### src/assert_macros.svh
// Assertion macros shared by the RTL of the vector transform block.
`ifndef ASSERT_MACROS_SVH
`define ASSERT_MACROS_SVH

// Same-cycle implication, checked on every rising edge outside reset.
`define ASSERT_IMPLIES(label, clk, rst_n, pre, post) \
    label: assert property (@(posedge clk) disable iff (!(rst_n)) (pre) |-> (post)) \
        else $error("implication check failed");

// Next-cycle implication, checked on every rising edge outside reset.
`define ASSERT_NEXT(label, clk, rst_n, pre, post) \
    label: assert property (@(posedge clk) disable iff (!(rst_n)) (pre) |=> (post)) \
        else $error("next-cycle check failed");

`endif

### src/v4mt_pkg.sv
// Shared constants, types and the output saturation function of the vector transform.
`default_nettype none

package v4mt_pkg;

    // Fixed-point format and derived widths.
    localparam int FRAC_BITS  = 16;
    localparam int WORD_W     = 32;
    localparam int PROD_W     = 2 * WORD_W;
    localparam int PAIR_W     = PROD_W + 1;
    localparam int SUM_W      = PROD_W + 2;
    localparam int DIM        = 4;
    localparam int IDX_W      = 2;

    // Configuration port.
    localparam int NUM_REGS   = 8;
    localparam int REG_SEL_W  = 3;
    localparam int CFG_IDX_W  = 4;
    localparam int CFG_DATA_W = 2 * WORD_W;

    // Pipeline depth from input word to output word, and an occupancy counter width.
    localparam int PIPE_DEPTH = 5;
    localparam int CNT_W      = 3;

    // Fixed-point one, and the saturation limits.
    localparam logic [WORD_W-1:0] FIX_ONE  = WORD_W'(64'd1 << FRAC_BITS);
    localparam logic [WORD_W-1:0] WORD_MAX = {1'b0, {(WORD_W-1){1'b1}}};
    localparam logic [WORD_W-1:0] WORD_MIN = {1'b1, {(WORD_W-1){1'b0}}};

    typedef logic [WORD_W-1:0]                     t_word;
    typedef logic [DIM-1:0][WORD_W-1:0]            t_vec;
    typedef logic [DIM-1:0][DIM-1:0][WORD_W-1:0]   t_mat;
    typedef logic [DIM-1:0][DIM-1:0][PROD_W-1:0]   t_prod;
    typedef logic [1:0][DIM-1:0][PAIR_W-1:0]       t_pair;
    typedef logic [DIM-1:0][SUM_W-1:0]             t_sum;

    // Drop the fraction bits (rounding toward minus infinity) and clamp to 32 bits.
    function automatic t_word saturate(input logic [SUM_W-1:0] sum);
        logic signed [SUM_W-1:0]    shifted;
        logic [SUM_W-WORD_W:0]      upper;
        t_word                      result;
        shifted = $signed(sum) >>> FRAC_BITS;
        upper   = shifted[SUM_W-1:WORD_W-1];
        if ((&upper) || !(|upper)) begin
            result = shifted[WORD_W-1:0];
        end else if (shifted[SUM_W-1]) begin
            result = WORD_MIN;
        end else begin
            result = WORD_MAX;
        end
        return result;
    endfunction

endpackage

`default_nettype wire

### src/v4mt_sum_stage.sv
// Two-level adder tree that sums the four products of each column exactly.
`default_nettype none

module v4mt_sum_stage (
    input  wire                  i_clk,
    input  wire                  i_rst_n,
    input  wire                  i_valid,
    output logic                 o_ready,
    input  v4mt_pkg::t_prod      i_prod,
    output logic                 o_valid,
    input  wire                  i_ready,
    output v4mt_pkg::t_sum       o_sum
);

    logic                   r_v2;
    logic                   r_v3;
    v4mt_pkg::t_pair        r_pair;
    v4mt_pkg::t_pair        n_pair;
    v4mt_pkg::t_sum         r_sum;
    v4mt_pkg::t_sum         n_sum;
    logic                   w_s2_ready;
    logic                   w_s3_ready;

    assign w_s3_ready = !r_v3 || i_ready;
    assign w_s2_ready = !r_v2 || w_s3_ready;
    assign o_ready    = w_s2_ready;

    always_ff @(posedge i_clk) begin
        if (!i_rst_n) begin
            r_v2 <= 1'b0;
            r_v3 <= 1'b0;
        end else begin
            if (w_s3_ready) begin
                r_v3 <= r_v2;
            end
            if (w_s2_ready) begin
                r_v2 <= i_valid;
            end
        end
    end

    // First level: rows 0+1 and rows 2+3 of each column, one bit of growth.
    always_comb begin
        for (int c = 0; c < v4mt_pkg::DIM; c++) begin
            n_pair[0][c] = v4mt_pkg::PAIR_W'($signed(i_prod[0][c]))
                         + v4mt_pkg::PAIR_W'($signed(i_prod[1][c]));
            n_pair[1][c] = v4mt_pkg::PAIR_W'($signed(i_prod[2][c]))
                         + v4mt_pkg::PAIR_W'($signed(i_prod[3][c]));
        end
    end

    // Second level: the full column sum.
    always_comb begin
        for (int c = 0; c < v4mt_pkg::DIM; c++) begin
            n_sum[c] = v4mt_pkg::SUM_W'($signed(r_pair[0][c]))
                     + v4mt_pkg::SUM_W'($signed(r_pair[1][c]));
        end
    end

    always_ff @(posedge i_clk) begin
        if (w_s2_ready && i_valid) begin
            r_pair <= n_pair;
        end
        if (w_s3_ready && r_v2) begin
            r_sum <= n_sum;
        end
    end

    assign o_valid = r_v3;
    assign o_sum   = r_sum;

endmodule

`default_nettype wire

### config.mk
export PLATFORM = sky130hd
export DESIGN_NAME = v4mt_sum_stage
export DESIGN_NICKNAME = d
export VERILOG_FILES = /design/src/assert_macros.svh /design/src/v4mt_pkg.sv /design/src/v4mt_sum_stage.sv
export SDC_FILE = /design/constraint.sdc
export NUM_CORES = 2
export LEC_CHECK = 0
export ABC_AREA = 1
export BUFFER_PORTS_ARGS = -buffer_cell sky130_fd_sc_hd__buf_4
export CORE_AREA = 2 2 504 506
export DETAILED_ROUTE_END_ITERATION = 8
export DIE_AREA = 0 0 506 508
export GPL_ROUTABILITY_DRIVEN = 0
export PLACE_DENSITY_LB_ADDON = 0.05
export SLEW_MARGIN = 0
export SYNTH_ARGS = -nofsm -noshare
export SYNTH_HDL_FRONTEND = slang
export SYNTH_SLANG_ARGS = --single-unit
export TNS_END_PERCENT = 50
### constraint.sdc
create_clock -name i_clk -period 20.3 [get_ports i_clk]
set_clock_uncertainty 0.15 [all_clocks]
set_input_delay 4.06 -clock i_clk [delete_from_list [all_inputs] [get_ports i_clk]]
set_output_delay 4.06 -clock i_clk [all_outputs]
set_load 0.02 [all_outputs]
Word-level counts from Yosys, hierarchy flattened
Cells that the tools add are included.
- flip-flop bits (word level): 786
- input bits: 1028
- output and inout bits: 266
- logic and storage cells: 32
- add/sub/neg operators: 12
- reductions and logical operators: 6
- operator list (kind ; number):
    $add A64 B64 Y65 ; 8
    $add A65 B65 Y66 ; 4
    $logic_and A1 B1 Y1 ; 2
    $logic_not A1 Y1 ; 2
    $logic_or A1 B1 Y1 ; 2

Logic depth before layout (Yosys ltp)
- depth in word-level cells: 4
- depth in mapped cells: 15
- mapped depth without buffers: 15

Worst setup path before layout
OpenSTA, ideal clock, no wires.
- kind: input to register
- start: input i_ready
- end: register r_sum, in the netlist o_sum[0] (enable)
- setup time: 978 ps
- arrival time: 16735 ps
- data required time: 19172 ps
- slack: 2437 ps
- stages on the path: 2
- buffers on the path: 0
- cell sequence: inv_1 -> a21oi_1
- longest elaborated chain between the ends: 2
- ends and longest elaborated chain (item ; RTL line ; source):
    from (decl) ; v4mt_sum_stage.sv:11 ; input wire i_ready,
    $logic_or A1 B1 Y1 ; v4mt_sum_stage.sv:24 ; assign w_s3_ready = !r_v3 || i_ready;
    $logic_and A1 B1 Y1 ; v4mt_sum_stage.sv:64 ; if (w_s3_ready && r_v2) begin
    to (signal assigned) ; v4mt_sum_stage.sv:65 ; r_sum <= n_sum;
    to (decl) ; v4mt_sum_stage.sv:19 ; v4mt_pkg::t_sum r_sum;
Every way passes these cells.
A chain may end at the register's enable or synchronous reset.

Final worst setup path
- start: input i_ready
- end: output o_ready
- longest elaborated chain between the ends: 2
- ends and longest elaborated chain (item ; RTL line ; source):
    $logic_or A1 B1 Y1 ; v4mt_sum_stage.sv:24 ;
    $logic_or A1 B1 Y1 ; v4mt_sum_stage.sv:25 ; assign w_s2_ready = !r_v2 || w_s3_ready;
    to (decl) ; v4mt_sum_stage.sv:8 ; output logic o_ready,
Every way passes these cells.

==> impl_metrics.csv <==
group,metric,value,unit
drt,wl_per_cell,22.3,um
global_route,overflow,0,
clocking,cts.clk_slew.worst_paths,0.06,ns
clocking,htree_levels,3,
drt,drt_first_pass_iters,7,
cells_and_area,multi_input_area,54000,um^2
yosys,netlist_area,88900,um^2
sta,final-setup-viol-count,0,
sta,period_needed,8.84,ns
drt,ant_nets,0,
sta,fin_crit_sh,43.5,%
sta,max_slew_margin,26.4,%
power_and_ir_drop,power.density,74.9,nW/um^2
clocking,post-cts-setup-buffers,0,
drt,drt-initial-drc-count,9474,
placed_design,hpwl,390,mm
cells_and_area,fin_nets,17900,
yosys,netlist.area_leader.share,26.5,%
sta,drv_slew,0,
power_and_ir_drop,leakagePower,57.5,nW
clocking,clock_path_buffers,3,
yosys,synth_most_common_cell,"nand2_1",
die,fp.dieArea,257000,um^2
clocking,cts_tree,"built",
yosys,yosysWarnings,0,
die,io_pins,1294,
setup_path,worstReg2RegEnd,"r_pair[371]",
yosys,synth-async-reset-ratio,0,%
yosys,synthTopCellsByArea,"edfxtp_1 26%, nand2_1 22%, inv_1 13%",
power_and_ir_drop,finalPower,7.95,mW
outcome,status,"finished clean",
die,fp-row-count,185,
sta,worst_hold_slack,0.381,ns
sta,hold_viol,0,
setup_path,crit_required,16.09,ns
setup_path,cp.arrival,4.63,ns
placed_design,placed_cells,19300,
die,die_h,508,um
cells_and_area,final.fill_count,28200,
drt,route.vias.total,97700,
setup_path,path_class,"in -> out",
drt,wl,437,mm
min_path,min_path_cells,2,
job,cap_violations,0,
power_and_ir_drop,ir_drop,0.0677,mV
min_path,worstHoldEndpoint,"o_valid",
clocking,hold_buffers,0,
clocking,clock_latency,0.73,ns
yosys,synthFlopType,"edfxtp_1",
cells_and_area,finalNonFillerCells,19500,
clocking,cts_buffers,90,
yosys,synth_edf_count,784,
yosys,syn_inst,14700,
sta,setup_slack,11.46,ns
setup_path,startpoint_type,"primary input",
placed_design,preCtsSetupSlack,11.44,ns
die,fp.coreArea,252000,um^2
drt,via_per_inst,5.00,
setup_path,critPathMaxFanout,3,
clocking,root_buffer,"clkbuf_16",
yosys,synth_cell_type_count,29,
yosys,seq_area_frac_synth,26.5,%
global_route,grt_pass1_vias,91000,
clocking,cts_sinks,786,
cells_and_area,drive_gt1_share,10.2,%
die,start_util,35.2,%
global_route,antenna_found_initial,89,
yosys,synthTopCellsByCount,"5253 x nand2_1, 3006 x inv_1, 1605 x nor2_1",
global_route,grt_pass1_wl,614,mm
yosys,avgSynthCellArea,6.06,um^2
die,die_x,506,um
setup_path,r2r_start,"o_valid",
sta,setup_tns,0,ns
cells_and_area,final_core_util,42.1,%
sta,worstMarginPinSlew,1.10,ns
setup_path,end_kind,"primary output",
clocking,cts_resized,0,
yosys,yosys.area.top_type,"edfxtp_1",
yosys,yosys_register_bits,786,
placed_design,portBuffers,1293,
cells_and_area,synthToLayoutAreaGrowth,19.4,%
cells_and_area,fin_area,106000,um^2
sta,rsz0062_at_grt,"no",
min_path,hold_path_startpoint,"r_v2",
yosys,synth_fp_nets,16500,
global_route,grt_usage,32.7,%
cells_and_area,final-seq-area,23600,um^2
setup_path,reg2reg_setup_slack,16.65,ns
setup_path,rr_worst_depth,5,
drt,route.detailed.drc,0,
placed_design,placed_cell_area,103000,um^2
sta,clock.fmax,113,MHz
min_path,worstHoldPathType,"reg -> reg",
global_route,grt_max_degree,157,
==> how the worst max path moves through the flow <==
stage / to / cells after the start / start
floorplan: o_sum[0] / 2 / i_ready
CTS: o_ready / 4 / i_ready
detailed placement: o_ready / 4 / i_ready
global placement: o_ready / 4 / i_ready
global route: o_ready / 4 / i_ready
finish: o_ready / 4 / i_ready
==> placed cells by master, fill, tap and decap left out, types with 74 or more instances in the layout <==
| cell | count |
|---|---|
| inv_1 | 3005 |
| nor3_1 | 229 |
| o21ai_0 | 538 |
| edfxtp_1 | 784 |
| clkbuf_16 | 92 |
| ha_1 | 772 |
| nand3_1 | 644 |
| a21oi_1 | 1001 |
| nand2_2 | 134 |
| buf_4 | 1302 |
| nand2_1 | 5253 |
| nand4_1 | 74 |
| xor2_1 | 388 |
| nor2_1 | 1605 |
==> sequential cells by signal, summed over array words and instances, names as in the netlist <==
register	cells
r_v2	1
r_pair	520
o_sum	264
o_valid	1
==> worst max-delay path, stage by stage <==
cell and delay [ns]:
buf_4 0.11, inv_1 0.12, nand3_1 0.15, buf_4 0.19
==> cell families after synthesis <==
family | count (synthesis) | share of synthesized area (%)
and+or+nand+nor | 8001 | 35.9
xor gates and xnor gates | 392 | 3.86
buffers and inverters | 3013 | 12.7
AOI/OAI and AO/OA | 1680 | 9.86
adders and majority gates | 784 | 11.1
DFF | 786 | 26.5
==> where the power goes <==
part	total (mW)	switching, mW	leakage (nW)	internal [mW]
clock network	1.73	0.739	1.48	0.989
registers	2.33	0.164	7.61	2.16
logic	3.90	2.73	48.4	1.17
==> routing by layer <==
layer  track usage (%)  vias to the layer above  part of all wire (%)
li1                  -                    48600                     -
met1              44.3                    44600                    44
met2              50.4                     3917                    43
met3              5.03                      632                   7.8
met4              16.6                       14                   5.4
met5                 0                        -                 0.024
==> cell type report <==
type | instances | share of cell area (%)
multi-input cells | 10900 | 50.9
flip-flops and latches | 786 | 22.2
inverters | 3013 | 10.7
repair buffers | 1304 | 9.25
well taps | 3366 | 3.97
clock buffers | 101 | 2.20
clock inverters | 65 | 0.678
diodes | 53 | 0.125
(Power assumes the default switching activity.)
