`config.mk`:
```
export PLATFORM = sky130hd
export DESIGN_NAME = v4mt_sat_stage
export DESIGN_NICKNAME = d
export VERILOG_FILES = /design/src/assert_macros.svh /design/src/v4mt_pkg.sv /design/src/v4mt_sat_stage.sv
export SDC_FILE = /design/constraint.sdc
export NUM_CORES = 1
export LEC_CHECK = 0
export BUFFER_PORTS_ARGS = -buffer_cell sky130_fd_sc_hd__buf_2
export CAP_MARGIN = 20
export CORE_AREA = 2 2 154 156
export CTS_BUF_LIST = sky130_fd_sc_hd__clkbuf_4
export CTS_CLUSTER_SIZE = 10
export DETAILED_ROUTE_END_ITERATION = 10
export DIE_AREA = 0 0 156 158
export GPL_TIMING_DRIVEN = 0
export PLACE_DENSITY = 0.59
export RECOVER_POWER = 25
export SKIP_LAST_GASP = 1
export SYNTH_ARGS = -nofsm -noshare
export SYNTH_HDL_FRONTEND = slang
export SYNTH_SLANG_ARGS = --single-unit
```
`constraint.sdc`:
```
create_clock -name i_clk -period 4.72 [get_ports i_clk]
set_clock_uncertainty 0.05 [all_clocks]
set_input_delay 0.236 -clock i_clk [delete_from_list [all_inputs] [get_ports i_clk]]
set_output_delay 0.236 -clock i_clk [all_outputs]
set_load 0.02 [all_outputs]
```
`src/assert_macros.svh`:
```
// Assertion macros shared by the RTL of the vector transform block.
`ifndef ASSERT_MACROS_SVH
`define ASSERT_MACROS_SVH

// Same-cycle implication, checked on every rising edge outside reset.
`define ASSERT_IMPLIES(label, clk, rst_n, pre, post) \
    label: assert property (@(posedge clk) disable iff (!(rst_n)) (pre) |-> (post)) \
        else $error("implication check failed");

// Next-cycle implication, checked on every rising edge outside reset.
`define ASSERT_NEXT(label, clk, rst_n, pre, post) \
    label: assert property (@(posedge clk) disable iff (!(rst_n)) (pre) |=> (post)) \
        else $error("next-cycle check failed");

`endif

```
`src/v4mt_pkg.sv`:
```
// Shared constants, types and the output saturation function of the vector transform.
`default_nettype none

package v4mt_pkg;

    // Fixed-point format and derived widths.
    localparam int FRAC_BITS  = 16;
    localparam int WORD_W     = 32;
    localparam int PROD_W     = 2 * WORD_W;
    localparam int PAIR_W     = PROD_W + 1;
    localparam int SUM_W      = PROD_W + 2;
    localparam int DIM        = 4;
    localparam int IDX_W      = 2;

    // Configuration port.
    localparam int NUM_REGS   = 8;
    localparam int REG_SEL_W  = 3;
    localparam int CFG_IDX_W  = 4;
    localparam int CFG_DATA_W = 2 * WORD_W;

    // Pipeline depth from input word to output word, and an occupancy counter width.
    localparam int PIPE_DEPTH = 5;
    localparam int CNT_W      = 3;

    // Fixed-point one, and the saturation limits.
    localparam logic [WORD_W-1:0] FIX_ONE  = WORD_W'(64'd1 << FRAC_BITS);
    localparam logic [WORD_W-1:0] WORD_MAX = {1'b0, {(WORD_W-1){1'b1}}};
    localparam logic [WORD_W-1:0] WORD_MIN = {1'b1, {(WORD_W-1){1'b0}}};

    typedef logic [WORD_W-1:0]                     t_word;
    typedef logic [DIM-1:0][WORD_W-1:0]            t_vec;
    typedef logic [DIM-1:0][DIM-1:0][WORD_W-1:0]   t_mat;
    typedef logic [DIM-1:0][DIM-1:0][PROD_W-1:0]   t_prod;
    typedef logic [1:0][DIM-1:0][PAIR_W-1:0]       t_pair;
    typedef logic [DIM-1:0][SUM_W-1:0]             t_sum;

    // Drop the fraction bits (rounding toward minus infinity) and clamp to 32 bits.
    function automatic t_word saturate(input logic [SUM_W-1:0] sum);
        logic signed [SUM_W-1:0]    shifted;
        logic [SUM_W-WORD_W:0]      upper;
        t_word                      result;
        shifted = $signed(sum) >>> FRAC_BITS;
        upper   = shifted[SUM_W-1:WORD_W-1];
        if ((&upper) || !(|upper)) begin
            result = shifted[WORD_W-1:0];
        end else if (shifted[SUM_W-1]) begin
            result = WORD_MIN;
        end else begin
            result = WORD_MAX;
        end
        return result;
    endfunction

endpackage

`default_nettype wire

```
`src/v4mt_sat_stage.sv`:
```
// Output stage: fraction truncation, saturation and the output register.
`default_nettype none

module v4mt_sat_stage (
    input  wire                  i_clk,
    input  wire                  i_rst_n,
    input  wire                  i_valid,
    output logic                 o_ready,
    input  v4mt_pkg::t_sum       i_sum,
    output logic                 o_valid,
    input  wire                  i_ready,
    output v4mt_pkg::t_vec       o_vec
);

    logic                   r_v4;
    v4mt_pkg::t_vec         r_vec;
    v4mt_pkg::t_vec         n_vec;
    logic                   w_s4_ready;

    assign w_s4_ready = !r_v4 || i_ready;
    assign o_ready    = w_s4_ready;

    always_ff @(posedge i_clk) begin
        if (!i_rst_n) begin
            r_v4 <= 1'b0;
        end else if (w_s4_ready) begin
            r_v4 <= i_valid;
        end
    end

    // Each column is scaled back to the word format and clamped.
    always_comb begin
        for (int c = 0; c < v4mt_pkg::DIM; c++) begin
            n_vec[c] = v4mt_pkg::saturate(i_sum[c]);
        end
    end

    always_ff @(posedge i_clk) begin
        if (w_s4_ready && i_valid) begin
            r_vec <= n_vec;
        end
    end

    assign o_valid = r_v4;
    assign o_vec   = r_vec;

endmodule

`default_nettype wire

```
## Yosys cells after proc, flatten, opt, wreduce, memory -nomap -nowiden

Cells that the tools add are included.

- Register bits: 129
- Input port bits: 268
- Output and inout bits: 130

- Reductions and logical operators: 19
- Mux-type cells: 8

Operators with widths:

| cell | number |
|---|---|
| 2-to-1 mux 32 bit | 8 |
| AND reduction 19 bit | 4 |
| OR reduction 19 bit | 4 |
| zero test 1 bit | 5 |
| logical OR 1 bit | 5 |
| logical AND 1 bit | 1 |

## Longest topological paths before layout

Gate-level depths: netlist (run 1).

- Word-level depth: 4
- Mapped depth: 6
- Gate-level depth less buffers: 5

## Worst setup path before layout (run 1)

OpenSTA, ideal clock, no wires.

- Path kind: register -> register
- Start: register r_v4, in the netlist o_valid
- End: register r_vec, in the netlist o_vec[0] (enable)
- Path slack: 574 ps
- Library setup time: 502 ps
- Cell stages (with the launch flop): 3
- Data arrival time: 3595 ps
- Required time: 4168 ps
- Cells stage by stage: dfxtp_1 nand2b_1 and2_1

- Longest elaborated chain between the ends: 3

Ends and longest elaborated chain:

| item | RTL line | source |
|---|---|---|
| start, declared | v4mt_sat_stage.sv:15 | `logic r_v4;` |
| start signal, assigned | v4mt_sat_stage.sv:27 | `r_v4 <= i_valid;` |
| zero test 1 bit | v4mt_sat_stage.sv:20 | `assign w_s4_ready = !r_v4 \|\| i_ready;` |
| logical OR 1 bit | v4mt_sat_stage.sv:20 |  |
| net o_ready | v4mt_sat_stage.sv:8 | `output logic o_ready,` |
| logical AND 1 bit | v4mt_sat_stage.sv:39 | `if (w_s4_ready && i_valid) begin` |
| end signal, assigned | v4mt_sat_stage.sv:40 | `r_vec <= n_vec;` |
| end, declared | v4mt_sat_stage.sv:16 | `v4mt_pkg::t_vec r_vec;` |

The timed path passes the listed nets, and every way through them passes these cells.
A chain may end at the register's enable or synchronous reset.

## Worst setup path after layout (run 1)

- Start: register r_v4, in the netlist o_valid
- End: register r_vec, in the netlist o_vec[88] (enable)

- Longest elaborated chain between the ends: 3

Ends and longest elaborated chain:

| item | RTL line |
|---|---|
| zero test 1 bit | v4mt_sat_stage.sv:20 |
| logical OR 1 bit | v4mt_sat_stage.sv:20 |
| logical AND 1 bit | v4mt_sat_stage.sv:39 |

No other way between the ends.

==> results.py, run 1 <==
metrics = {
    "setup_path": {
        "path_cells": "nand2b_1 -> and2_4 -> buf_16",
        "cpPeakStageDelay_ns": 0.75,
        "worst_ep_required_time_ns": 4.85,
        "r2r_slack_ns": 2.68,
        "endpoint": "o_vec[88]",
        "worst-path-stages": 3,
        "worstPathBufferInverterCount": 1,
        "cp.arrival_ns": 2.17,
        "r2r_cells": 3,
        "crit_path_max_fanout": 67,
        "reg2reg_to": "o_vec[88]",
        "crit_start": "o_valid",
        "crit_family": "simple AND/OR/NAND/NOR gates",
        "r2r_start": "o_valid",
        "critical-path-slowest-cell": "and2_4",
        "crit_path_end_kind": "register",
        "start_kind": "register",
        "crit_type": "reg -> reg",
    },
    "drt": {
        "drtAntennaViolNets": 0,
        "routed_wl_um": 17400,
        "met2_wirelength_um": 8900,
        "drt-wirelength-per-cell_um": 15.4,
        "top_layer_used": "met4",
        "drcViolationCount": 0,
        "wl_met3_um": 1300,
        "vias": 4907,
        "met1_length_um": 6930,
        "drt-vias-per-instance": 4.35,
        "drtIter0Drc": 181,
        "first_pass_iters": 4,
    },
    "global_route": {
        "grt_max_degree": 68,
        "antenna_found_initial": 0,
        "grt_pass1_wl_um": 25700,
        "grt_pass1_vias": 5067,
        "globalRouteOverflowTotal": 0,
        "grt_use_total": 0.136,
    },
    "job": {
        "maxCapViolCount": 0,
    },
    "logic_synthesis": {
        "synth_area_per_cell_sq_um": 16.3,
        "syn_inst": 345,
        "yosysTopAreaCell": "edfxtp_1",
        "ys_types": 20,
        "synth_warnings": 0,
        "synth.top_cell.area_share": 0.684,
        "ys_ff_latch": 129,
        "synth.area.top_cells": "edfxtp_1, a21o_2, a21o_1",
        "synth_area_sq_um": 5620,
        "syn-num-nets": 613,
        "yosysSeqAreaShare": 0.687,
    },
    "clock_network": {
        "cts_max_level": 4,
        "cts_hold_buf": 127,
        "post_cts_buffers": 0,
        "clk_pin_slew_ns": 0.14,
        "clockRootBuffer": "clkbuf_4",
        "cts_tree": "done",
        "numCtsBuffers": 17,
        "clk_latency_ns": 0.52,
        "cts.sink_count": 129,
        "clockBufferDepth": 2,
        "post_cts_resized": 0,
    },
    "place": {
        "io_buffer_count": 333,
        "numPlacedInstances": 969,
        "dp_hpwl_um": 12000,
        "gp_congestion": 0.759,
    },
    "cells_and_area": {
        "layout-drive-gt1-share": 0.535,
        "final_nets": 1093,
        "final_cell_count_no_fill": 1128,
        "n_antenna_cell": 0,
        "area_growth_pct": 62.5,
        "fillCellCount": 2207,
        "postLayoutCoreUtil": 0.396,
    },
    "power_and_ir_drop": {
        "power.total_mw": 2.66,
        "peakVddDrop_mv": 0.143,
        "p_per_area_nw_per_um2": 292,
        "leakagePower_nw": 4.16,
    },
    "die": {
        "num_rows": 56,
        "ios": 398,
        "initial_core_util": 0.244,
        "design.core.area_sq_um": 23100,
        "die_w_um": 156,
        "dieHeight_um": 158,
        "dieArea_sq_um": 24600,
    },
    "sta": {
        "hold_violations": 0,
        "worst_hold_slack_ns": 0.250,
        "min_period_ns": 2.04,
        "setup_viol": 0,
        "maxSlewHeadroom": 0.397,
        "fin_crit_sh": 0.432,
        "rsz0062_at_grt": "no",
        "max_freq_mhz": 491,
        "drv_slew": 0,
        "worst_pin_slew_ns": 0.904,
    },
    "outcome": {
        "status": "complete, no violations",
    },
    "min_path": {
        "hold_class": "in -> reg",
    },
}
==> routing by layer <==
layer | up-vias | track usage
li1 | 2353 | -
met1 | 2319 | 0.150
met2 | 215 | 0.248
met3 | 20 | 0.0441
met4 | 0 | 0.0446
met5 | - | 0
==> worst min-delay path by stage <==
stage	endpoint	startpoint	cells after the start	slack, ns
detailed placement	o_valid	i_rst_n	2	0.46
global placement	o_valid	i_valid	3	0.45
finish	o_vec[0]	i_sum[65]	3	0.25
floorplan	o_valid	i_valid	2	0.32
global route	o_vec[0]	i_sum[65]	3	0.23
CTS	o_vec[0]	i_sum[65]	3	0.12
==> synthesized netlist by cell type <==
master	n
and2_1	1
nor4_2	4
buf_2	6
a311oi_2	3
and3_1	4
nor4_1	16
clkbuf_1	1
dlygate4sd3_1	3
a21boi_0	1
a21o_1	31
dfxtp_1	1
buf_6	18
nand4_1	20
a31o_2	4
edfxtp_1	128
nand2b_1	1
a21o_2	93
a311oi_1	1
nor2_1	8
inv_1	1
==> stage by stage <==
step | TNS, ns | worst slack (ns) | cell area (sq um)
final | 0 | 2.68 | 9140
after global routing | 0 | 2.56 | 9140
after CTS | 0 | 2.71 | 9270
after detailed placement | 0 | 2.69 | 7680
after global placement | -97.90 | -0.777 | 7650
after floorplan | 0 | 0.574 | 5620
==> sequential cells by signal, summed over array words and instances, names as in the netlist <==
signal / count
o_valid: 1
o_vec: 128
==> report_power, final <==
part	internal [mW]	switching, mW
combinational	0.217	0.228
sequential	1.34	0.0151
clock	0.417	0.450
total	1.97	0.693
==> worst reg2reg max path: cells and delay by family, from the launching register on <==
kind	cells	cell delay, ns
AND/OR/NAND/NOR	2	0.87
buffers and inverters	1	0.37
flip-flops	1	0.33
==> layout make-up <==
cell class	count	area, sq um	share of cell area
buffer	28	206	0.0226
clock buffer	17	128	0.0140
clock inverter	15	190	0.0208
inverter	1	3.75	0.000411
multi-input combinational	187	1450	0.159
sequential	129	3860	0.423
tap	290	363	0.0397
timing repair buffer	461	2930	0.321
==> logic make-up after synthesis <==
group | after synthesis | synth area share
compound gates | 133 | 0.203
flops | 129 | 0.687
simple gates | 54 | 0.0610
buf+inv | 29 | 0.0481
==> layout by cell type, fill, tap and decap left out <==
cell           synthesis  final
buf_2                  6    310
dlygate4sd3_1          3    130
edfxtp_1             128    128
a21o_2                93     93
clkbuf_1               1     38
a21o_1                31     31
nand4_1               20     20
nor4_1                16     19
clkbuf_4               0     17
buf_6                 18     10
nor2_1                 8      8
and3_1                 4      4
a31o_2                 4      4
a311oi_1               1      4
clkinv_1               0      4
bufinv_16              0      4
inv_6                  0      2
clkinvlp_4             0      2
clkinv_4               0      2
nor4_2                 4      1
nand2b_1               1      1
and2_4                 0      1
inv_1                  1      1
a21boi_0               1      1
clkinv_2               0      1
buf_16                 0      1
dfxtp_1                1      1
(Power assumes the default switching activity.)
==> run 2: changes to the inputs <==
--- a/config.mk
+++ b/config.mk
@@ -7,13 +7,13 @@
 export LEC_CHECK = 0
 export BUFFER_PORTS_ARGS = -buffer_cell sky130_fd_sc_hd__buf_2
 export CAP_MARGIN = 20
-export CORE_AREA = 2 2 154 156
+export CORE_AREA = 2 2 153 155
 export CTS_BUF_LIST = sky130_fd_sc_hd__clkbuf_4
 export CTS_CLUSTER_SIZE = 10
 export DETAILED_ROUTE_END_ITERATION = 10
-export DIE_AREA = 0 0 156 158
+export DIE_AREA = 0 0 155 157
 export GPL_TIMING_DRIVEN = 0
-export PLACE_DENSITY = 0.59
+export PLACE_DENSITY = 0.61
 export RECOVER_POWER = 25
 export SKIP_LAST_GASP = 1
 export SYNTH_ARGS = -nofsm -noshare
==> constraint.sdc (replaced) <==
create_clock -name i_clk -period 1.8 [get_ports i_clk]
set_clock_uncertainty 0.05 [all_clocks]
set_input_delay 0.09 -clock i_clk [delete_from_list [all_inputs] [get_ports i_clk]]
set_output_delay 0.09 -clock i_clk [all_outputs]
set_load 0.02 [all_outputs]
==> run 2 against run 1 <==
Against the previous run:
- core utilization rose by 1.0 points
- combinational power rose to 2.7 times the previous value
- first-iteration DRC count rose by 0.55%
- critical path type unchanged
- hold slack got worse by 0.090 ns
- global-route usage rose by 0.40 points
- largest power group unchanged
- critical path depth fell by 1
- final cell count rose by 0.18%
- setup slack got worse by 2.5 ns
==> results.py, run 2 (same netlist as run 1, synthesis figures left out) <==
metrics = {
    "outcome": {
        "status": "complete, no violations",
    },
    "min_path": {
        "hold_path_depth": 2,
        "hold_class": "in -> reg",
    },
    "setup_path": {
        "critical-path-slowest-cell": "and2_2",
        "worstPathBufferInverterCount": 0,
        "start_kind": "register",
        "crit_type": "reg -> reg",
        "crit_path_max_fanout": 33,
        "cpPeakStageDelay_ns": 0.74,
        "path_cells": "nand2b_4 -> and2_2",
        "worst-path-stages": 2,
        "worst_ep_required_time_ns": 1.90,
        "cp.arrival_ns": 1.75,
        "crit_family": "simple AND/OR/NAND/NOR gates",
        "r2r_cells": 2,
        "crit_path_end_kind": "register",
    },
    "sta": {
        "maxSlewHeadroom": 0.415,
        "min_period_ns": 1.65,
        "setup_viol": 0,
        "rsz0062_at_grt": "no",
        "hold_violations": 0,
        "fin_crit_sh": 0.916,
        "worst_hold_slack_ns": 0.160,
        "max_freq_mhz": 607,
        "worst_pin_slew_ns": 0.878,
        "final.setup.worst_slack_ns": 0.152,
        "drv_slew": 0,
        "tns_ns": 0,
    },
    "clock_network": {
        "cts_max_level": 4,
        "clockRootBuffer": "clkbuf_4",
        "cts_tree": "done",
        "clk_pin_slew_ns": 0.12,
        "post_cts_resized": 0,
        "numCtsBuffers": 17,
        "clk_latency_ns": 0.51,
        "clockBufferDepth": 2,
        "post_cts_buffers": 0,
        "cts.sink_count": 129,
    },
    "drt": {
        "wl_met3_um": 1690,
        "met2_wirelength_um": 9100,
        "drtAntennaViolNets": 0,
        "routed_wl_um": 18100,
        "top_layer_used": "met4",
        "drtIter0Drc": 182,
        "vias": 4974,
        "drt-wirelength-per-cell_um": 16.0,
        "drcViolationCount": 0,
        "first_pass_iters": 4,
        "drt-vias-per-instance": 4.40,
        "met1_length_um": 7000,
    },
    "power_and_ir_drop": {
        "combinationalPowerShare": 0.178,
        "switching_share": 0.264,
        "peakVddDrop_mv": 0.401,
        "p_per_area_nw_per_um2": 734,
        "p_switching_mw": 1.78,
        "leakagePower_nw": 4.17,
        "power.share.clock": 0.294,
        "internal_power_mw": 4.94,
        "p_seq_frac": 0.529,
    },
    "place": {
        "io_buffer_count": 333,
        "dp_hpwl_um": 12100,
        "numPlacedInstances": 964,
        "place_ws_ns": -0.193,
        "gp_congestion": 0.748,
    },
    "cells_and_area": {
        "final_cell_count_no_fill": 1130,
        "final_nets": 1098,
        "layout-drive-gt1-share": 0.541,
        "postLayoutCoreUtil": 0.407,
        "layout_commonest_cell": "buf_2",
        "area_growth_pct": 62.8,
        "fillCellCount": 2173,
        "largest_reg_flops": 128,
        "layout_common_cells": "buf_2, dlygate4sd3_1, edfxtp_1",
    },
    "global_route": {
        "antenna_found_initial": 2,
        "globalRouteOverflowTotal": 0,
        "grt_pass1_wl_um": 26200,
        "grt_pass1_vias": 5195,
        "grt_use_total": 0.140,
        "grt_max_degree": 64,
    },
    "die": {
        "dieHeight_um": 157,
        "num_rows": 55,
        "initial_core_util": 0.250,
        "ios": 398,
        "die_w_um": 155,
        "design.core.area_sq_um": 22500,
        "dieArea_sq_um": 24300,
    },
    "job": {
        "maxCapViolCount": 0,
    },
}
==> run 2: cell types whose count changed in the layout (fill, tap and decap cells not counted), moves of 3 or more <==
cell,previous run,this run
dlygate4sd3_1,130,133
clkbuf_4,17,20
clkbuf_1,38,35
buf_2,310,313
==> run 2: final timing paths <==
check | start | slack, ns | end
worst min register to register | o_valid | 0.92 | o_vec[108]
worst max-delay path | o_valid | 0.15 | o_vec[15]
worst min-delay path | i_valid | 0.16 | o_vec[108]
worst max register to register | o_valid | 0.15 | o_vec[15]
==> run 2: through the flow <==
step | cell area, sq um | total power [mW]
global placement | 7660 | 4.58
CTS | 9260 | 6.86
global route | 9150 | 7.05
floorplan | 5630 | 4.11
finish | 9150 | 6.72
detailed placement | 7680 | 4.60
==> run 2: power by group through the flow <==
stage          clock, mW  sequential, mW  combinational, mW
2_1_floorplan          0            3.85              0.258
3_3_place_gp           0            3.62              0.963
3_5_place_dp           0            3.62              0.983
4_1_cts             2.10            3.55               1.21
5_1_grt             2.21            3.57               1.28
6_report            1.97            3.55               1.19
==> run 2: final cells by class <==
cell class,count,area (sq um),area share
Clock inverter,12,119,0.0130
Buffer,28,204,0.0223
Tap cell,285,357,0.0390
Antenna cell,2,5.00,0.000547
Inverter,1,3.75,0.000410
Clock buffer,20,150,0.0164
Timing Repair Buffer,464,2970,0.324
Multi-Input combinational cell,189,1480,0.162
Sequential cell,129,3860,0.422
==> run 2: what timing repair did <==
| action | 4_1_cts | 5_1_grt |
|---|---|---|
| pin swaps | 0 | 0 |
| endpoints found under the setup margin | 63 | 44 |
| cloned | 1 | 1 |
| hold endpoints to repair | 126 | 0 |
| hold buffers | 130 | 0 |
==> run 2: layer usage <==
metal	global-route usage	vias up
met5	0	-
met4	0.0450	0
met3	0.0600	17
met2	0.253	236
met1	0.147	2356
li1	-	2365
