==> src/assert_macros.svh <==
// Assertion macros shared by the RTL of the vector transform block.
`ifndef ASSERT_MACROS_SVH
`define ASSERT_MACROS_SVH

// Same-cycle implication, checked on every rising edge outside reset.
`define ASSERT_IMPLIES(label, clk, rst_n, pre, post) \
    label: assert property (@(posedge clk) disable iff (!(rst_n)) (pre) |-> (post)) \
        else $error("implication check failed");

// Next-cycle implication, checked on every rising edge outside reset.
`define ASSERT_NEXT(label, clk, rst_n, pre, post) \
    label: assert property (@(posedge clk) disable iff (!(rst_n)) (pre) |=> (post)) \
        else $error("next-cycle check failed");

`endif

==> src/v4mt_pkg.sv <==
// Shared constants, types and the output saturation function of the vector transform.
`default_nettype none

package v4mt_pkg;

    // Fixed-point format and derived widths.
    localparam int FRAC_BITS  = 16;
    localparam int WORD_W     = 32;
    localparam int PROD_W     = 2 * WORD_W;
    localparam int PAIR_W     = PROD_W + 1;
    localparam int SUM_W      = PROD_W + 2;
    localparam int DIM        = 4;
    localparam int IDX_W      = 2;

    // Configuration port.
    localparam int NUM_REGS   = 8;
    localparam int REG_SEL_W  = 3;
    localparam int CFG_IDX_W  = 4;
    localparam int CFG_DATA_W = 2 * WORD_W;

    // Pipeline depth from input word to output word, and an occupancy counter width.
    localparam int PIPE_DEPTH = 5;
    localparam int CNT_W      = 3;

    // Fixed-point one, and the saturation limits.
    localparam logic [WORD_W-1:0] FIX_ONE  = WORD_W'(64'd1 << FRAC_BITS);
    localparam logic [WORD_W-1:0] WORD_MAX = {1'b0, {(WORD_W-1){1'b1}}};
    localparam logic [WORD_W-1:0] WORD_MIN = {1'b1, {(WORD_W-1){1'b0}}};

    typedef logic [WORD_W-1:0]                     t_word;
    typedef logic [DIM-1:0][WORD_W-1:0]            t_vec;
    typedef logic [DIM-1:0][DIM-1:0][WORD_W-1:0]   t_mat;
    typedef logic [DIM-1:0][DIM-1:0][PROD_W-1:0]   t_prod;
    typedef logic [1:0][DIM-1:0][PAIR_W-1:0]       t_pair;
    typedef logic [DIM-1:0][SUM_W-1:0]             t_sum;

    // Drop the fraction bits (rounding toward minus infinity) and clamp to 32 bits.
    function automatic t_word saturate(input logic [SUM_W-1:0] sum);
        logic signed [SUM_W-1:0]    shifted;
        logic [SUM_W-WORD_W:0]      upper;
        t_word                      result;
        shifted = $signed(sum) >>> FRAC_BITS;
        upper   = shifted[SUM_W-1:WORD_W-1];
        if ((&upper) || !(|upper)) begin
            result = shifted[WORD_W-1:0];
        end else if (shifted[SUM_W-1]) begin
            result = WORD_MIN;
        end else begin
            result = WORD_MAX;
        end
        return result;
    endfunction

endpackage

`default_nettype wire

==> src/v4mt_cfg_regs.sv <==
// Matrix configuration registers, two entries per 64-bit word.
`default_nettype none

module v4mt_cfg_regs (
    input  wire                              i_clk,
    input  wire                              i_rst_n,
    input  wire                              i_cfg_valid,
    output logic                             o_cfg_ready,
    input  wire [v4mt_pkg::CFG_IDX_W-1:0]    i_cfg_index,
    input  wire [v4mt_pkg::CFG_DATA_W-1:0]   i_cfg_data,
    output v4mt_pkg::t_mat                   o_mat
);

    v4mt_pkg::t_mat                 r_mat;
    logic                           w_hit;
    logic [v4mt_pkg::IDX_W-1:0]     w_row;
    logic                           w_half;

    // Writes are always taken; indexes past the register list are dropped.
    assign o_cfg_ready = 1'b1;
    assign w_hit  = (i_cfg_index[v4mt_pkg::CFG_IDX_W-1:v4mt_pkg::REG_SEL_W] == '0);
    assign w_row  = i_cfg_index[v4mt_pkg::REG_SEL_W-1:1];
    assign w_half = i_cfg_index[0];

    // Register file; reset loads the identity matrix.
    always_ff @(posedge i_clk) begin
        if (!i_rst_n) begin
            for (int r = 0; r < v4mt_pkg::DIM; r++) begin
                for (int c = 0; c < v4mt_pkg::DIM; c++) begin
                    r_mat[r][c] <= (r == c) ? v4mt_pkg::FIX_ONE : '0;
                end
            end
        end else if (i_cfg_valid && w_hit) begin
            r_mat[w_row][{w_half, 1'b0}] <= i_cfg_data[v4mt_pkg::WORD_W-1:0];
            r_mat[w_row][{w_half, 1'b1}] <= i_cfg_data[v4mt_pkg::CFG_DATA_W-1:v4mt_pkg::WORD_W];
        end
    end

    assign o_mat = r_mat;

endmodule

`default_nettype wire

==> config.mk <==
export PLATFORM = sky130hd
export DESIGN_NAME = v4mt_cfg_regs
export DESIGN_NICKNAME = d
export VERILOG_FILES = /design/src/assert_macros.svh /design/src/v4mt_pkg.sv /design/src/v4mt_cfg_regs.sv
export SDC_FILE = /design/constraint.sdc
export NUM_CORES = 1
export LEC_CHECK = 0
export ABC_AREA = 1
export BUFFER_PORTS_ARGS = -buffer_cell sky130_fd_sc_hd__buf_4
export CORE_AREA = 2 2 228 230
export CTS_CLUSTER_SIZE = 12
export DETAILED_ROUTE_END_ITERATION = 10
export DIE_AREA = 0 0 230 232
export GPL_ROUTABILITY_DRIVEN = 0
export PLACE_DENSITY = 0.75
export SETUP_SLACK_MARGIN = 0.02
export SYNTH_ARGS = -nofsm -noshare
export SYNTH_HDL_FRONTEND = slang
export SYNTH_SLANG_ARGS = --single-unit
==> constraint.sdc <==
create_clock -name i_clk -period 1.26 [get_ports i_clk]
set_input_delay 0.252 -clock i_clk [delete_from_list [all_inputs] [get_ports i_clk]]
set_output_delay 0.252 -clock i_clk [all_outputs]
set_load 0.03 [all_outputs]
Word-level counts from Yosys, hierarchy flattened

Cells that the tools add are included.

Register bits after elaboration: 512
Output and inout bits: 513
Logic and storage cells: 37

$lt $le $gt $ge: 6
Multiplexer cells: 10
Bitwise gates (word level): 1
Reduce and logical (&&, ||, !) cells: 4

Operators by type and width:

| cell                                                                                 | number |
|---|---|
| 512-bit bitwise mux                                                                  | 2 |
| 128-bit demux with 2-bit select                                                      | 2 |
| 128-bit two-way mux                                                                  | 1 |
| 96-bit two-way mux                                                                   | 1 |
| 32-bit demux with 1-bit select                                                       | 2 |
| 32-bit two-way mux                                                                   | 2 |
| 2-bit by 3-bit less-than comparator with 1-bit output (second input constant)        | 3 |
| 2-bit by 1-bit greater-or-equal comparator with 1-bit output (second input constant) | 3 |
| 1-bit logical AND                                                                    | 4 |
| 1-bit inverter                                                                       | 1 |

Longest topological paths before layout

Gate-level depths: netlist of run 1.

Depth after elaboration: 8
Depth in mapped cells: 9
Mapped depth without buffers: 6

Worst setup path before layout of run 1

No wires, ideal clock.

Path type: input to register
From: input i_cfg_index[0] (netlist bit)
To: register r_mat (netlist bit o_mat[97])
Library setup time: 0.113 ns
Data arrival time: 1.175 ns
Required time: 1.147 ns
Setup slack: -0.029 ns
Cell stages on the path: 6
Buffers on the path: 3
Cell sequence: buf_4 clkbuf_1 buf_1 nand4_1 nand2_1 nor2_1

Longest elaborated chain between the ends: 7
Elaborated cells between the ends (all ways): 8
Classes of those cells: order compare: 2; mux: 5; reduce/logical: 1

RTL lines:

| element                                                                                                                                                            | RTL line            | source |
|---|---|---|
| start: declaration                                                                                                                                                 | v4mt_cfg_regs.sv:9  | `input wire [v4mt_pkg::CFG_IDX_W-1:0] i_cfg_index,` |
| 2-bit by 3-bit less-than comparator with 1-bit output (not written as such) / 2-bit by 1-bit greater-or-equal comparator with 1-bit output (equally long branches) | v4mt_cfg_regs.sv:35 | `r_mat[w_row][{w_half, 1'b1}] <= i_cfg_data[v4mt_pkg::CFG_DATA_W-1:v4mt_pkg::WORD_W];` |
| 1-bit logical AND (not written as such)                                                                                                                            | v4mt_cfg_regs.sv:35 |  |
| 32-bit two-way mux (not written as such)                                                                                                                           | v4mt_cfg_regs.sv:35 |  |
| 32-bit demux with 1-bit select (*)                                                                                                                                 | v4mt_cfg_regs.sv:35 |  |
| 128-bit two-way mux (not written as such) (*)                                                                                                                      | v4mt_cfg_regs.sv:35 |  |
| 128-bit demux with 2-bit select (*)                                                                                                                                | v4mt_cfg_regs.sv:35 |  |
| 512-bit bitwise mux (*)                                                                                                                                            | v4mt_cfg_regs.sv:35 |  |
| end signal: indexed assignment                                                                                                                                     | v4mt_cfg_regs.sv:30 | `r_mat[r][c] <= (r == c) ? v4mt_pkg::FIX_ONE : '0;` |
| end signal: indexed assignment                                                                                                                                     | v4mt_cfg_regs.sv:34 | `r_mat[w_row][{w_half, 1'b0}] <= i_cfg_data[v4mt_pkg::WORD_W-1:0];` |
| end signal: indexed assignment                                                                                                                                     | v4mt_cfg_regs.sv:35 |  |
| end: declaration                                                                                                                                                   | v4mt_cfg_regs.sv:14 | `v4mt_pkg::t_mat r_mat;` |

Mark *: on every way between the ends. The rest lies on a longest branch, timed or not.
A chain may end at the register's enable or synchronous reset.

Worst setup path after layout of run 1

From: register r_mat (netlist bit o_mat[496])
To: output o_mat[496] (netlist bit)

RTL lines:

| element          | RTL line            | source |
|---|---|---|
| end: declaration | v4mt_cfg_regs.sv:11 | `output v4mt_pkg::t_mat o_mat` |

No word-level cell between the ends.

==> results.sh, run 1 <==
export IMPL_r2r_setup_slack_ns=0.42
export IMPL_synth_distinct_cells=17
export IMPL_initial_utilization_pct=39.03
export IMPL_synthFlopType="dfxtp_1"
export IMPL_yosysWarnings=0
export IMPL_synth_common_cells="1020 x nor2_1, 707 x nand2_1, 512 x dfxtp_1"
export IMPL_fill_cells=4111
export IMPL_yosysMostFrequentCell="nor2_1"
export IMPL_drtAntennaViolNets=0
export IMPL_synth_compound_area_share_pct=0.1008
export IMPL_die_area_um2=53360
export IMPL_worst_ep_arrival_time_ns=1.11
export IMPL_portBuffers=582
export IMPL_synth_xor_area_share_pct=0
export IMPL_cp_required_ns=1.01
export IMPL_clock_path_buffers=3
export IMPL_diodes=0
export IMPL_synth_adder_area_share_pct=0
export IMPL_grt_pass1_wl_um=113800
export IMPL_place_ws_ns=-0.3070
export IMPL_dr_total_vias=21506
export IMPL_yosys_top_cells_area="dfxtp_1 52%, nor2_1 19%, nand2_1 13%"
export IMPL_cp_num_buf_inv=1
export IMPL_hpwlAfterDp_um=49550
export IMPL_slowest_delay_ns=0.38
export IMPL_synth_top_family_by_area="simple AND/OR/NAND/NOR gates"
export IMPL_hold_class="input pin to flip-flop"
export IMPL_fin_nets=3570
export IMPL_wire_per_inst_um=18.07
export IMPL_maxClockFrequency_mhz=732.8
export IMPL_cts_tree="yes"
export IMPL_synth_async_reset_ratio_pct=0
export IMPL_viasPerCell=5.106
export IMPL_synth_edf_count=0
export IMPL_htreeDepth=2
export IMPL_synthSimpleGateAreaFrac_pct=42.12
export IMPL_synthesis_area_um2=19860
export IMPL_syn_area_per_cell_um2=6.943
export IMPL_cp_slowest_cell="dfxtp_4"
export IMPL_syn_inst=2861
export IMPL_r2r_end="o_mat[308]$_SDFFE_PN0P_"
export IMPL_outcome="complete, but fails checks"
export IMPL_drt_iter0_markers=1608
export IMPL_core_area_um2=50890
export IMPL_cp_top_family="flip-flops"
export IMPL_hold_ws_ns=0.1257
export IMPL_crit_chain="buf_6"
export IMPL_fp_row_count=83
export IMPL_finalWirelength_um=76110
export IMPL_fin_crit_ns=1.365
export IMPL_first_pass_iters=6
export IMPL_ys_seq_area_share_pct=51.60
export IMPL_grt_pass1_vias=20106
export IMPL_cts_buffers=54
export IMPL_peakVddDrop_mv=1.077
export IMPL_chipWidth_um=230
export IMPL_root_buffer="clkbuf_16"
export IMPL_crit_reg2reg_launch="o_mat[308]$_SDFFE_PN0P_"
export IMPL_grt_max_degree=61
export IMPL_largest_reg_flops=512
export IMPL_post_route_period_util_pct=108.3
export IMPL_min_to="o_mat[505]$_SDFFE_PN0P_"
export IMPL_startpoint_type="flip-flop"
export IMPL_synth_mux_area_share_pct=0
export IMPL_track_usage_pct=27.05
export IMPL_p_total_mw=36.47
export IMPL_cts_sinks=512
export IMPL_min_from="i_cfg_data[57]"
export IMPL_die_y_um=232
export IMPL_maxCapViolCount=0
export IMPL_whs_path_depth=5
export IMPL_ys_seq_elements=512
export IMPL_violations="setup timing"
export IMPL_drv_slew=0
export IMPL_finalSetupViolCount=512
export IMPL_crit_type="flip-flop to primary output"
export IMPL_drc=0
export IMPL_p_leak_nw=13.77
export IMPL_drive_gt1_share_pct=39.33
export IMPL_grt_ovfl_total=0
export IMPL_yosysTopAreaCell="dfxtp_1"
export IMPL_clock_skew_ns=0
export IMPL_synthDominantCellAreaShare_pct=51.60
export IMPL_cp_max_fo=2
export IMPL_fin_setup_tns_ns=-23.34
export IMPL_syn2layout_area_growth_pct=55.04
export IMPL_final_setup_worst_slack_ns=-0.1046
export IMPL_power_density_nw_per_um2=1184
export IMPL_rsz0062_at_grt="yes"
export IMPL_reg2reg_depth=4
export IMPL_cp_end_kind="primary output"
export IMPL_hold_violations=0
export IMPL_path_clk_slew_ns=0.07
export IMPL_synth_net_count=2932
export IMPL_ioPinCount=584
export IMPL_worstSkewPairLatency_ns=0.58
export IMPL_antenna_found_initial=0
-- per-layer routing --
| metal | global-route usage [%] | vias up | wire, um |
|---|---|---|---|
| li1 | - | 10161 | - |
| met3 | 6.115 | 227 | 6381 |
| met1 | 32.40 | 10074 | 29510 |
| met2 | 45.52 | 1044 | 36100 |
| met5 | 0 | - | 0 |
| met4 | 13.81 | 0 | 4129 |
-- cells by family (layout without fill, tap and decap cells) --
kind of cell / Yosys count / in the layout
AO/OA/AOI/OAI: 4 / 4
flip-flops: 512 / 512
other: 1 / 1
AND/OR/NAND/NOR: 2064 / 2064
buffers and inverters: 280 / 951
-- metrics by stage --
stage | cells | utilization [%] | area, um^2
2_1_floorplan | 2861 | - | 19900
3_3_place_gp | 4076 | 51.57 | 26240
3_5_place_dp | 4076 | 51.57 | 26240
4_1_cts | 4185 | 60.11 | 30590
5_1_grt | 4212 | 60.52 | 30790
6_report | 4212 | 60.52 | 30790
-- where the power goes --
group          switching [mW]  total, mW  leakage (nW)  internal [mW]
registers               0.277       16.9          4.39           16.6
logic                    2.79       4.56          8.60           1.77
clock network            6.51       15.0         0.782           8.52
total                    9.58       36.5          13.8           26.9
-- area by class of cell --
type | instances | area [um^2] | area share [%]
clock buffers | 80 | 1530 | 4.969
inverters | 69 | 260.3 | 0.8451
well taps | 680 | 850.8 | 2.763
multi-input cells | 2069 | 8447 | 27.43
flip-flops and latches | 512 | 10910 | 35.42
clock inverters | 9 | 82.58 | 0.2682
repair buffers | 793 | 8716 | 28.30
-- worst max-delay path by stage --
stage                                  startpoint                      end  slack, ns  cells past startpoint
final                     o_mat[496]$_SDFFE_PN1P_               o_mat[496]      -0.10                      1
after global routing      o_mat[496]$_SDFFE_PN1P_               o_mat[496]      -0.16                      1
after CTS                 o_mat[496]$_SDFFE_PN1P_               o_mat[496]      -0.16                      1
after detailed placement           i_cfg_index[3]  o_mat[439]$_SDFFE_PN0P_      -0.31                      9
after global placement             i_cfg_index[3]  o_mat[385]$_SDFFE_PN0P_      -0.27                      9
after floorplan                    i_cfg_index[0]   o_mat[11]$_SDFFE_PN0P_      0.005                      8
-- what timing repair did --
| item | in CTS | in global routing |
|---|---|---|
| hold buffers | 3 | 0 |
| endpoints found under the hold margin | 10 | 0 |
| setup endpoints to repair | 512 | 512 |
| buffers inserted | 17 | 27 |
| resized for setup | 1029 | 2 |
-- placed cells by master (no fill, tap or decap), drive strengths merged, types with 3 or more instances in the layout --
cell type / Yosys / final
o21ai: 4 / 4
inv: 69 / 69
dlygate4sd3: 0 / 3
nor2: 1028 / 1028
nand2: 708 / 708
clkinv: 0 / 6
nand3: 200 / 200
clkbuf: 79 / 80
nand4: 127 / 127
buf: 132 / 790
dfxtp: 512 / 512
Note: power is estimated with default switching activity, not from simulation.
==> inputs of run 2 (changes only) <==
--- a/config.mk
+++ b/config.mk
@@ -7,12 +7,12 @@
 export LEC_CHECK = 0
 export ABC_AREA = 1
 export BUFFER_PORTS_ARGS = -buffer_cell sky130_fd_sc_hd__buf_4
-export CORE_AREA = 2 2 228 230
+export CORE_AREA = 2 2 230 232
 export CTS_CLUSTER_SIZE = 12
 export DETAILED_ROUTE_END_ITERATION = 10
-export DIE_AREA = 0 0 230 232
+export DIE_AREA = 0 0 232 234
 export GPL_ROUTABILITY_DRIVEN = 0
-export PLACE_DENSITY = 0.75
+export PLACE_DENSITY = 0.71
 export SETUP_SLACK_MARGIN = 0.02
 export SYNTH_ARGS = -nofsm -noshare
 export SYNTH_HDL_FRONTEND = slang
==> constraint.sdc (replaced) <==
create_clock -name i_clk -period 1.5 [get_ports i_clk]
set_input_delay 0.3 -clock i_clk [delete_from_list [all_inputs] [get_ports i_clk]]
set_output_delay 0.3 -clock i_clk [all_outputs]
set_load 0.03 [all_outputs]
==> run 2 against run 1 <==
The run now ends clean. Register-to-register slack gained 0.43 ns. Utilization shrank 7.7 points. Final area shrank 11%. Clock-buffer cell count grew 1. Sequential share of layout area grew 1.9 points. Final cell count shrank 1.9%. Combinational power shrank 25%. Clock skew is the same. Wire length shrank 5.1%. Clock power shrank 13%. First-iteration DRC count grew 2.6%. Critical path depth is the same.
==> results.sh, run 2 (synthesis gave the netlist of run 1 again) <==
export IMPL_whs_path_depth=3
export IMPL_min_from="i_rst_n"
export IMPL_cts_buffers=53
export IMPL_first_pass_iters=7
export IMPL_drive_gt1_share_pct=23.35
export IMPL_cts_tree="yes"
export IMPL_drv_slew=0
export IMPL_fin_crit_ns=1.454
export IMPL_grt_max_degree=91
export IMPL_crit_chain="buf_6"
export IMPL_cp_max_fo=2
export IMPL_cp_required_ns=1.20
export IMPL_fin_nets=3480
export IMPL_crit_reg2reg_launch="o_mat[496]$_SDFFE_PN1P_"
export IMPL_p_leak_nw=12.67
export IMPL_final_common_cell="nor2_1"
export IMPL_chipWidth_um=232
export IMPL_largest_reg_flops=512
export IMPL_hold_class="input pin to flip-flop"
export IMPL_worst_ep_arrival_time_ns=1.15
export IMPL_tightest_slew_ns=0.5264
export IMPL_wire_per_inst_um=17.47
export IMPL_fp_row_count=84
export IMPL_drtAntennaViolNets=0
export IMPL_register_area_um2=10260
export IMPL_finalSetupViolCount=0
export IMPL_cp_top_family="flip-flops"
export IMPL_htreeDepth=2
export IMPL_viasPerCell=4.927
export IMPL_cp_num_buf_inv=1
export IMPL_crit_type="flip-flop to primary output"
export IMPL_startpoint_type="flip-flop"
export IMPL_slowest_delay_ns=0.40
export IMPL_outcome="completed"
export IMPL_cts_sinks=512
export IMPL_die_area_um2=54290
export IMPL_min_to="o_mat[303]$_SDFFE_PN0P_"
export IMPL_grt_pass1_vias=17684
export IMPL_antenna_found_initial=2
export IMPL_post_cts_buffers=0
export IMPL_r2r_setup_slack_ns=0.85
export IMPL_initial_utilization_pct=38.18
export IMPL_peakVddDrop_mv=0.8650
export IMPL_syn2layout_area_growth_pct=38.33
export IMPL_maxCapViolCount=0
export IMPL_root_buffer="clkbuf_16"
export IMPL_r2r_end="o_mat[496]$_SDFFE_PN1P_"
export IMPL_post_route_period_util_pct=96.94
export IMPL_clock_path_buffers=3
export IMPL_fin_setup_tns_ns=0
export IMPL_core_area_um2=52020
export IMPL_cp_slowest_cell="dfxtp_1"
export IMPL_reg2reg_depth=2
export IMPL_multi_input_area_um2=8444
export IMPL_drc=0
export IMPL_cp_end_kind="primary output"
export IMPL_place_ws_ns=-0.03915
export IMPL_die_y_um=234
export IMPL_worstSkewPairLatency_ns=0.58
export IMPL_hold_violations=0
export IMPL_grt_pass1_wl_um=106700
export IMPL_rsz0062_at_grt="yes"
export IMPL_portBuffers=582
export IMPL_maxClockFrequency_mhz=687.7
export IMPL_path_clk_slew_ns=0.06
export IMPL_slew_headroom_pct=64.91
export IMPL_clock_skew_ns=0
export IMPL_finalWirelength_um=72210
export IMPL_fill_cells=5013
export IMPL_dr_total_vias=20357
export IMPL_ioPinCount=584
export IMPL_grt_ovfl_total=0
export IMPL_power_density_nw_per_um2=1109
export IMPL_track_usage_pct=25.16
export IMPL_hpwlAfterDp_um=49270
export IMPL_final_setup_worst_slack_ns=0.04583
export IMPL_drt_iter0_markers=1650
export IMPL_final_cell_mix="1016 x nor2_1, 707 x nand2_1, 634 x buf_4, 503 x dfxtp_1, 200 x nand3_1"
==> run 2: cell count changes in the layout (fill, tap and decap cells not counted), moves of 7 or more <==
cell / previous run / this run
dfxtp_1: 0 / 503
dfxtp_2: 505 / 8
buf_6: 512 / 20
buf_4: 211 / 634
buf_12: 66 / 47
clkbuf_8: 6 / 14
clkbuf_1: 19 / 12
==> run 2: through the flow <==
stage / std cells / total power [mW] / area, um^2 / hold slack, ns / util, %
global route: 4132 / 31.46 / 27480 / 0.04326 / 52.81
detailed placement: 4040 / 17.77 / 25680 / 0.4584 / 49.36
floorplan: 2861 / 16.32 / 19860 / 0.4262 / -
finish: 4132 / 30.47 / 27480 / 0.05491 / 52.81
global placement: 4040 / 17.75 / 25680 / 0.4513 / 49.36
CTS: 4131 / 30.65 / 27450 / 0.02053 / 52.76
==> run 2: metal layers <==
metal  vias up  routed length, um  GRT usage (%)
met4         0               2357          9.315
met3       130               6089          5.447
met2       811              34290          41.62
met5         -                  0              0
li1       9972                  -              -
met1      9444              29470          32.21
==> run 2: power breakdown <==
group / switching (mW) / internal [mW]
clock: 5.45 / 7.51
combinational: 2.28 / 1.16
sequential: 0.178 / 13.9
total: 7.91 / 22.6
==> run 2: how the worst max path moves through the flow <==
stage	to	from	slack (ns)	cells after the start
floorplan	o_mat[97]$_SDFFE_PN0P_	i_cfg_index[0]	0.16	6
global placement	o_mat[206]$_SDFFE_PN0P_	i_cfg_index[3]	-0.02	10
detailed placement	o_mat[206]$_SDFFE_PN0P_	i_cfg_index[3]	-0.04	10
CTS	o_mat[388]	o_mat[388]$_SDFFE_PN0P_	0.02	1
global route	o_mat[388]	o_mat[388]$_SDFFE_PN0P_	0.02	1
finish	o_mat[210]	o_mat[210]$_SDFFE_PN0P_	0.05	1
==> run 2: timing repair <==
item,CTS,global route
hold endpoints to repair,4,0
hold buffers,2,0
endpoints found under the setup margin,18,9
resized for setup,21,9
==> run 2: worst min-delay path, cell delays in order <==
cell	delay, ns
buf_8	0.17
nand2_1	0.09
nor2_1	0.03
==> run 2: area by class of cell <==
type / instances / share of cell area [%]
antenna: 1 / 0.009107
tap: 688 / 3.133
clock inverter: 8 / 0.2596
timing repair buffer: 704 / 21.69
multi-input combinational: 2069 / 30.73
clock buffer: 81 / 5.874
inverter: 69 / 0.9426
sequential: 512 / 37.35
==> inputs of run 3 (changes only) <==
--- a/config.mk
+++ b/config.mk
@@ -12,7 +12,9 @@
 export DETAILED_ROUTE_END_ITERATION = 10
 export DIE_AREA = 0 0 232 234
 export GPL_ROUTABILITY_DRIVEN = 0
+export GPL_TIMING_DRIVEN = 1
 export PLACE_DENSITY = 0.71
+export REMOVE_ABC_BUFFERS = 1
 export SETUP_SLACK_MARGIN = 0.02
 export SYNTH_ARGS = -nofsm -noshare
 export SYNTH_HDL_FRONTEND = slang
==> run 3 against run 2 <==
Die area unchanged. Register-to-register slack better by 0.02 ns. Sequential cell count unchanged. Combinational power barely moved. Final area up 0.31%. Sequential share of layout area decreased by 0.15 points. Final cell count about the same. Sequential power is essentially flat. Largest cell class unchanged.
==> results.sh, run 3 (synthesis gave the netlist of run 1 again) <==
export IMPL_outcome="completed"
export IMPL_crit_type="flip-flop to primary output"
export IMPL_clock_skew_ns=0
export IMPL_cp_num_buf_inv=1
export IMPL_post_route_period_util_pct=96.68
export IMPL_fp_row_count=84
export IMPL_wire_per_inst_um=16.44
export IMPL_power_share_combinational_pct=11.0
export IMPL_maxCapViolCount=0
export IMPL_hold_class="input pin to flip-flop"
export IMPL_fin_setup_tns_ns=0
export IMPL_drtAntennaViolNets=0
export IMPL_track_usage_pct=24.09
export IMPL_drive_gt1_share_pct=23.32
export IMPL_drc=0
export IMPL_p_total_mw=30.86
export IMPL_fin_nets=3485
export IMPL_dpl_cell_area_um2=25760
export IMPL_grt_ovfl_total=0
export IMPL_cts_sinks=512
export IMPL_crit_chain="buf_6"
export IMPL_worst_ep_arrival_time_ns=1.15
export IMPL_cts_buffers=54
export IMPL_antenna_found_initial=1
export IMPL_final_cell_mix="1016 x nor2_1, 707 x nand2_1, 648 x buf_4, 508 x dfxtp_1, 200 x nand3_1"
export IMPL_hold_violations=0
export IMPL_p_seq_share_pct=45.6
export IMPL_drt_iter0_markers=1503
export IMPL_cp_required_ns=1.20
export IMPL_met3WireLength_um=5947
export IMPL_htreeDepth=2
export IMPL_root_buffer="clkbuf_16"
export IMPL_worstSkewPairLatency_ns=0.59
export IMPL_place_ws_ns=-0.04803
export IMPL_path_clk_slew_ns=0.06
export IMPL_fin_crit_ns=1.450
export IMPL_startpoint_type="flip-flop"
export IMPL_die_area_um2=54290
export IMPL_power_switching_mw=7.876
export IMPL_final_common_cell="nor2_1"
export IMPL_syn2layout_area_growth_pct=38.76
export IMPL_cp_max_fo=2
export IMPL_finalSetupViolCount=0
export IMPL_grt_max_degree=87
export IMPL_drv_slew=0
export IMPL_met2WireLength_um=30750
export IMPL_top_layer="met5"
export IMPL_post_cts_buffers=0
export IMPL_dr_total_vias=20201
export IMPL_p_leak_nw=12.72
export IMPL_slowest_delay_ns=0.40
export IMPL_diodes=0
export IMPL_cts_tree="yes"
export IMPL_initial_utilization_pct=38.18
export IMPL_chipWidth_um=232
export IMPL_cp_top_family="flip-flops"
export IMPL_clock_power_share_pct=43.4
export IMPL_finish_instance_area_um2=27560
export IMPL_wl_met1_um=28350
export IMPL_grt_pass1_vias=18486
export IMPL_sw_frac_of_total_pct=25.52
export IMPL_power_density_nw_per_um2=1120
export IMPL_p_int_mw=22.99
export IMPL_largest_reg_flops=512
export IMPL_peakVddDrop_mv=0.8020
export IMPL_viasPerCell=4.885
export IMPL_maxClockFrequency_mhz=689.6
export IMPL_clock_path_buffers=3
export IMPL_cp_end_kind="primary output"
export IMPL_hpwlAfterDp_um=46520
export IMPL_portBuffers=582
export IMPL_first_pass_iters=5
export IMPL_ioPinCount=584
export IMPL_die_y_um=234
export IMPL_hold_ws_ns=0.05201
export IMPL_cp_slowest_cell="dfxtp_1"
export IMPL_finalWirelength_um=67980
export IMPL_core_area_um2=52020
export IMPL_final_setup_worst_slack_ns=0.04987
export IMPL_grt_pass1_wl_um=103900
export IMPL_rsz0062_at_grt="no"
run 3: changes by cell type in the layout (fill, tap and decap cells not counted):
cell       before  now
buf_4         634  648
buf_6          20    6
dfxtp_1       503  508
buf_12         47   51
dfxtp_2         8    4
clkbuf_8       14   11
bufinv_16       1    3
clkbuf_16      55   57
clkbuf_1       12   11
clkinv_2        5    4
dfxtp_4         1    0
diode_2         1    0
inv_6           1    2
run 3: cell type report:
| class | count | area (um^2) |
|---|---|---|
| clock inverter | 10 | 135.1 |
| tap | 688 | 860.8 |
| multi-input combinational | 2069 | 8444 |
| fill | 5057 | 24460 |
| timing repair buffer | 708 | 5988 |
| inverter | 69 | 259.0 |
| sequential | 512 | 10250 |
| clock buffer | 79 | 1619 |
run 3: path summary, 6_finish.rpt:
check        slack [ns]                     from  cells past startpoint                       to
max                0.05  o_mat[449]$_SDFFE_PN0P_                      1               o_mat[449]
min                0.05                  i_rst_n                      3   o_mat[66]$_SDFFE_PN0P_
max reg2reg        0.87  o_mat[176]$_SDFFE_PN1P_                      2  o_mat[176]$_SDFFE_PN1P_
min reg2reg        0.47  o_mat[421]$_SDFFE_PN0P_                      2  o_mat[421]$_SDFFE_PN0P_
run 3: per-stage QoR:
stage	util, %	cells
2_1_floorplan	-	2650
3_3_place_gp	49.51	4044
3_5_place_dp	49.51	4044
4_1_cts	52.96	4135
5_1_grt	52.98	4135
6_report	52.98	4135
run 3: routing by layer:
layer	vias up	GRT usage, %
met5	-	0
li1	9971	-
met1	9301	30.23
met3	158	6.518
met2	769	38.70
met4	2	10.88
run 3: repair_timing:
item                                   4_1_cts  5_1_grt
setup endpoints to repair                    6        4
pin swaps                                    0        0
endpoints found under the hold margin        4        0
hold buffers                                 2        0
resized for setup                            6        4
run 3: power groups by stage:
stage	clock network (mW)	logic [mW]	registers (mW)
after floorplan	0	1.17	14.9
final	13.4	3.40	14.1
after CTS	13.6	3.39	14.1
after detailed placement	0	3.37	14.4
after global placement	0	3.36	14.4
after global routing	14.1	3.68	14.1
